**config.mk**
```make
export PLATFORM = sky130hd
export DESIGN_NAME = skt_cell
export DESIGN_NICKNAME = d
export VERILOG_FILES = /design/src/sv/skt_pkg.sv /design/src/sv/skt_cell.sv
export SDC_FILE = /design/constraint.sdc
export NUM_CORES = 1
export LEC_CHECK = 0
export BUFFER_PORTS_ARGS = -buffer_cell sky130_fd_sc_hd__clkbuf_2
export CORE_UTILIZATION = 47
export CTS_BUF_LIST = sky130_fd_sc_hd__clkbuf_8
export DETAILED_ROUTE_END_ITERATION = 10
export PLACE_DENSITY_LB_ADDON = 0.15
export SLEW_MARGIN = 30
export SYNTH_ARGS = -nofsm -noshare
export SYNTH_HDL_FRONTEND = slang
export SYNTH_SLANG_ARGS = --single-unit
```
**constraint.sdc**
```tcl
create_clock -name i_clk -period 3.7 [get_ports i_clk]
set_clock_uncertainty 0.15 [all_clocks]
set_input_delay 0.185 -clock i_clk [delete_from_list [all_inputs] [get_ports i_clk]]
set_output_delay 0.185 -clock i_clk [all_outputs]
set_load 0.05 [all_outputs]
```
**src/sv/skt_pkg.sv**
```systemverilog
package skt_pkg;

    localparam int CAPACITY = 64;
    localparam int IDX_W    = $clog2(CAPACITY);
    localparam int CNT_W    = $clog2(CAPACITY + 1);
    localparam int KEY_W    = 32;
    localparam int HND_W    = 16;
    localparam int STAT_W   = 3;

    localparam logic REQ_INSERT = 1'b0;
    localparam logic REQ_FIND   = 1'b1;

    localparam logic [STAT_W-1:0] ST_INSERTED  = 3'd0;
    localparam logic [STAT_W-1:0] ST_REPLACED  = 3'd1;
    localparam logic [STAT_W-1:0] ST_FOUND     = 3'd2;
    localparam logic [STAT_W-1:0] ST_NOT_FOUND = 3'd3;
    localparam logic [STAT_W-1:0] ST_FULL      = 3'd4;

    // Broadcast from the table control to every cell.
    typedef struct packed {
        logic             insert;
        logic             replace;
        logic [KEY_W-1:0] key;
        logic [HND_W-1:0] handle;
    } t_cell_ctl;

endpackage

```
**src/sv/skt_cell.sv**
```systemverilog
module skt_cell (
    input  logic                      i_clk,
    input  skt_pkg::t_cell_ctl        i_ctl,
    input  logic                      i_occupied,
    input  logic                      i_left_lt,
    input  logic [skt_pkg::KEY_W-1:0] i_left_key,
    input  logic [skt_pkg::HND_W-1:0] i_left_handle,
    output logic [skt_pkg::KEY_W-1:0] o_key,
    output logic [skt_pkg::HND_W-1:0] o_handle,
    output logic                      o_lt,
    output logic                      o_hit
);

    logic [skt_pkg::KEY_W-1:0] r_key;
    logic [skt_pkg::KEY_W-1:0] n_key;
    logic [skt_pkg::HND_W-1:0] r_handle;
    logic [skt_pkg::HND_W-1:0] n_handle;

    assign o_lt     = i_occupied && (r_key < i_ctl.key);
    assign o_hit    = i_occupied && (r_key == i_ctl.key);
    assign o_key    = r_key;
    assign o_handle = r_handle;

    always_comb begin
        n_key    = r_key;
        n_handle = r_handle;
        if (i_ctl.insert && !o_lt) begin
            // first cell at or above the new key takes it; the rest shift right
            if (i_left_lt) begin
                n_key    = i_ctl.key;
                n_handle = i_ctl.handle;
            end else begin
                n_key    = i_left_key;
                n_handle = i_left_handle;
            end
        end else if (i_ctl.replace && o_hit) begin
            n_handle = i_ctl.handle;
        end
    end

    always_ff @(posedge i_clk) begin
        r_key    <= n_key;
        r_handle <= n_handle;
    end

endmodule

```
==> flow_summary.json <==
{
  "outcome": "finished, final reports clean",
  "netlist.area_leader.share_pct": 48.7,
  "clock_path_buffers": 2,
  "cts_tree": "built",
  "finalMaxSlewViolations": 0,
  "hold_depth": 2,
  "synthesis.yosys.warnings": 0,
  "crit_type": "register to register",
  "post_synth_num_cell_types": 31,
  "worst_slew_pin_slew_ns": 0.676,
  "required_ns": 3.49,
  "critical_path.endpoint_type": "register",
  "finalSetupTns_ns": 0,
  "remaining_overflow_grt": 0,
  "critical_path_startpoint_category": "register",
  "synth.avg_cell_area_um2": 13.3,
  "cts_sinks": 48,
  "power.combinational.fraction_pct": 30.3,
  "timing.final.crit_share_pct": 82.8,
  "cts_setup_buffers": 0,
  "worstPathCellList": "ha_1, nand4_1, nor4_1, o21ai_0, a31oi_2, o21ai_0, nand2_1",
  "detail_route.wirelength_um": 6320,
  "syn-cell-area_um2": 2960,
  "layout-drive-gt1-share_pct": 56.8,
  "reg2regPathDepth": 7,
  "clkSlewWorstSetupHoldPaths_ns": 0.09,
  "dp.final_hpwl_um": 5150,
  "initial_cell_density_of_the_core_pct": 49.4,
  "area_delta_synth_final_pct": 29.7,
  "top_cells_by_area_in_the_synthesized_netlist": "sky130_fd_sc_hd__edfxtp_1 (49%), sky130_fd_sc_hd__mux2_2 (14%), sky130_fd_sc_hd__ha_1 (14%), sky130_fd_sc_hd__mux2_4 (5.1%), sky130_fd_sc_hd__inv_1 (4.2%)",
  "clkPwrFrac_pct": 21.4,
  "cpPeakStageDelay_ns": 0.53,
  "postCtsHoldBufs": 0,
  "design.portCount": 151,
  "path_delay_family": "simple AND/OR/NAND/NOR gates",
  "synth_seq_area_share_pct": 48.7,
  "period_needed_ns": 3.07,
  "htree_levels": 2,
  "dr_vias": 2244,
  "pwr_density_cell_nw_per_um2": 362,
  "placement_rows": 28,
  "power.net_switching_uw": 458,
  "fmaxAchievable_ghz": 0.326,
  "clk-insertion-delay-late_ns": 0.29,
  "totalPowerFinal_uw": 1390,
  "drt_first_pass_iters": 4,
  "timing.max_cap.violations": 0,
  "cts_repair_resize_count": 0,
  "hp-class": "input pin to register",
  "critical_path_peak_fanout": 16,
  "setup-violations-final": 0,
  "arrival_ns": 2.85,
  "synth.ff_latch_count": 48,
  "final_cell_mix": "sky130_fd_sc_hd__clkbuf_2 (150), sky130_fd_sc_hd__edfxtp_1 (48), sky130_fd_sc_hd__mux2_2 (38)",
  "numCtsBuffers": 5,
  "route.detailed.vias_per_inst": 4.96,
  "design.die.area_um2": 6620,
  "core_um2": 5990,
  "dp_slack_ns": 0.628,
  "grtUsageTotal_pct": 19.3,
  "clock-root-buffer": "sky130_fd_sc_hd__clkbuf_8",
  "slew_headroom_pct": 54.9,
  "grt_pass1_wl_um": 9340,
  "antenna_violating_nets_left": 0,
  "final_hold_viol_count": 0,
  "dieHeight_um": 81.3,
  "drt_iter0_markers": 69,
  "seqPwrFrac_pct": 48.4,
  "fin_nets": 510,
  "p_int_uw": 932,
  "grt_start_max_net_pins": 19,
  "postSynthNetCount": 355,
  "power.switching_fraction_pct": 33.0,
  "vdd_ir_drop_max_mv": 0.187,
  "timing.critical_path.mode_cell": "sky130_fd_sc_hd__o21ai_0",
  "detail_route.wl_per_cell_um": 14.0,
  "static-leakage-power_uw": 0.00192,
  "rsz_0062_raised_after_global_routing": "false",
  "cp.buffers_inverters": 0,
  "critical_path.slowest_cell": "sky130_fd_sc_hd__nand2_1",
  "number_of_global_route_vias_before_repair": 2070,
  "route.detailed.drc": 0,
  "finalWorstSetupSlack_ns": 0.635,
  "commonest_non_fill_non_tap_cell_in_the_layout": "sky130_fd_sc_hd__clkbuf_2",
  "timing.critical_path.depth": 7,
  "post_synthesis_cell_type_with_the_largest_combined_area": "sky130_fd_sc_hd__edfxtp_1",
  "placement.io_buffers": 150,
  "initial_antenna_violation_count": 0,
  "chipWidth_um": 81.3,
  "antennaDiodeCount": 0,
  "number_of_instances_in_the_synthesized_netlist": 222,
  "gp_congestion": 0.735
}
==> layer usage <==
metal | wire (um) | GRT usage [%] | share of wire, % | up-vias
li1 | - | - | - | 1127
met2 | 3130 | 33.3 | 49 | 88
met4 | 29 | 5.36 | 0.46 | 0
met5 | 0 | 0 | 0 | -
met1 | 2690 | 23.0 | 43 | 1027
met3 | 474 | 5.84 | 7.5 | 2
==> path summary, 6_finish.rpt <==
path / slack (ns) / to / from
setup / recovery: 0.63 / o_handle[10] / o_key[13]
hold / removal: 0.03 / o_key[9] / i_left_key[9]
setup reg to reg: 0.63 / o_handle[10] / o_key[13]
hold reg to reg: 1.09 / o_handle[11] / o_key[31]
==> flip-flops by register name, indices dropped and copies added (netlist names) <==
register / flops
o_handle: 16
o_key: 32
==> area by class of cell <==
class | count | area (um^2)
timing repair buffer | 153 | 773
sequential | 48 | 1440
inverter | 33 | 124
tap | 75 | 93.8
multi-input combinational | 136 | 1330
clock buffer | 5 | 68.8
fill | 514 | 2150
clock inverter | 2 | 7.51
==> synth_stat cells <==
library cell                instances
sky130_fd_sc_hd__nand4_1            5
sky130_fd_sc_hd__a21o_1             1
sky130_fd_sc_hd__buf_12             1
sky130_fd_sc_hd__and3_1             1
sky130_fd_sc_hd__mux2_4            10
sky130_fd_sc_hd__o21a_1             1
sky130_fd_sc_hd__a21oi_1            9
sky130_fd_sc_hd__and3_4             1
sky130_fd_sc_hd__nor2_1             6
sky130_fd_sc_hd__a221o_1            1
sky130_fd_sc_hd__o211a_1            1
sky130_fd_sc_hd__o211ai_2           1
sky130_fd_sc_hd__a21o_2             1
sky130_fd_sc_hd__a221oi_2           1
sky130_fd_sc_hd__bufbuf_16          1
sky130_fd_sc_hd__ha_1              32
sky130_fd_sc_hd__a2bb2oi_1          1
sky130_fd_sc_hd__nand3_1            2
sky130_fd_sc_hd__nand2_1           11
sky130_fd_sc_hd__nor2b_1            2
sky130_fd_sc_hd__mux2_2            38
sky130_fd_sc_hd__inv_1             33
sky130_fd_sc_hd__o21ai_0            4
sky130_fd_sc_hd__nor4_2             1
sky130_fd_sc_hd__clkbuf_1           3
sky130_fd_sc_hd__or2b_2             1
sky130_fd_sc_hd__a211oi_1           2
sky130_fd_sc_hd__a31oi_2            1
sky130_fd_sc_hd__nor4_1             1
sky130_fd_sc_hd__o21ai_4            1
sky130_fd_sc_hd__edfxtp_1          48
==> logic make-up (layout without fill, tap and decap cells) <==
logic type / after synthesis / after routing / synth area share [%]
mux: 48 / 48 / 19.5
flops: 48 / 48 / 48.7
buf+inv: 38 / 193 / 6.34
fa+ha+maj: 32 / 32 / 13.5
simple gates: 31 / 31 / 5.50
compound gates: 25 / 25 / 6.38
==> power by group through the flow <==
| stage | combinational, uW | sequential, uW | clock, uW |
|---|---|---|---|
| 2_1_floorplan | 160 | 823 | 0 |
| 3_3_place_gp | 420 | 683 | 0 |
| 3_5_place_dp | 425 | 685 | 0 |
| 4_1_cts | 426 | 673 | 304 |
| 5_1_grt | 456 | 678 | 327 |
| 6_report | 421 | 672 | 297 |
==> worst reg2reg max path: stages (launching register included) <==
cell	delay, ns
sky130_fd_sc_hd__edfxtp_1	0.42
sky130_fd_sc_hd__ha_1	0.32
sky130_fd_sc_hd__nand4_1	0.19
sky130_fd_sc_hd__nor4_1	0.41
sky130_fd_sc_hd__o21ai_0	0.22
sky130_fd_sc_hd__a31oi_2	0.32
sky130_fd_sc_hd__o21ai_0	0.15
sky130_fd_sc_hd__nand2_1	0.53
==> metrics by stage <==
step	cells	hold WS, ns	util [%]	area [um^2]
2_1_floorplan	222	0.252	-	2960
3_3_place_gp	445	0.335	62.8	3760
3_5_place_dp	445	0.340	62.8	3760
4_1_cts	452	0.0258	64.1	3840
5_1_grt	452	0.0186	64.1	3840
6_report	452	0.0344	64.1	3840
Power figures use the tool's default switching activity.
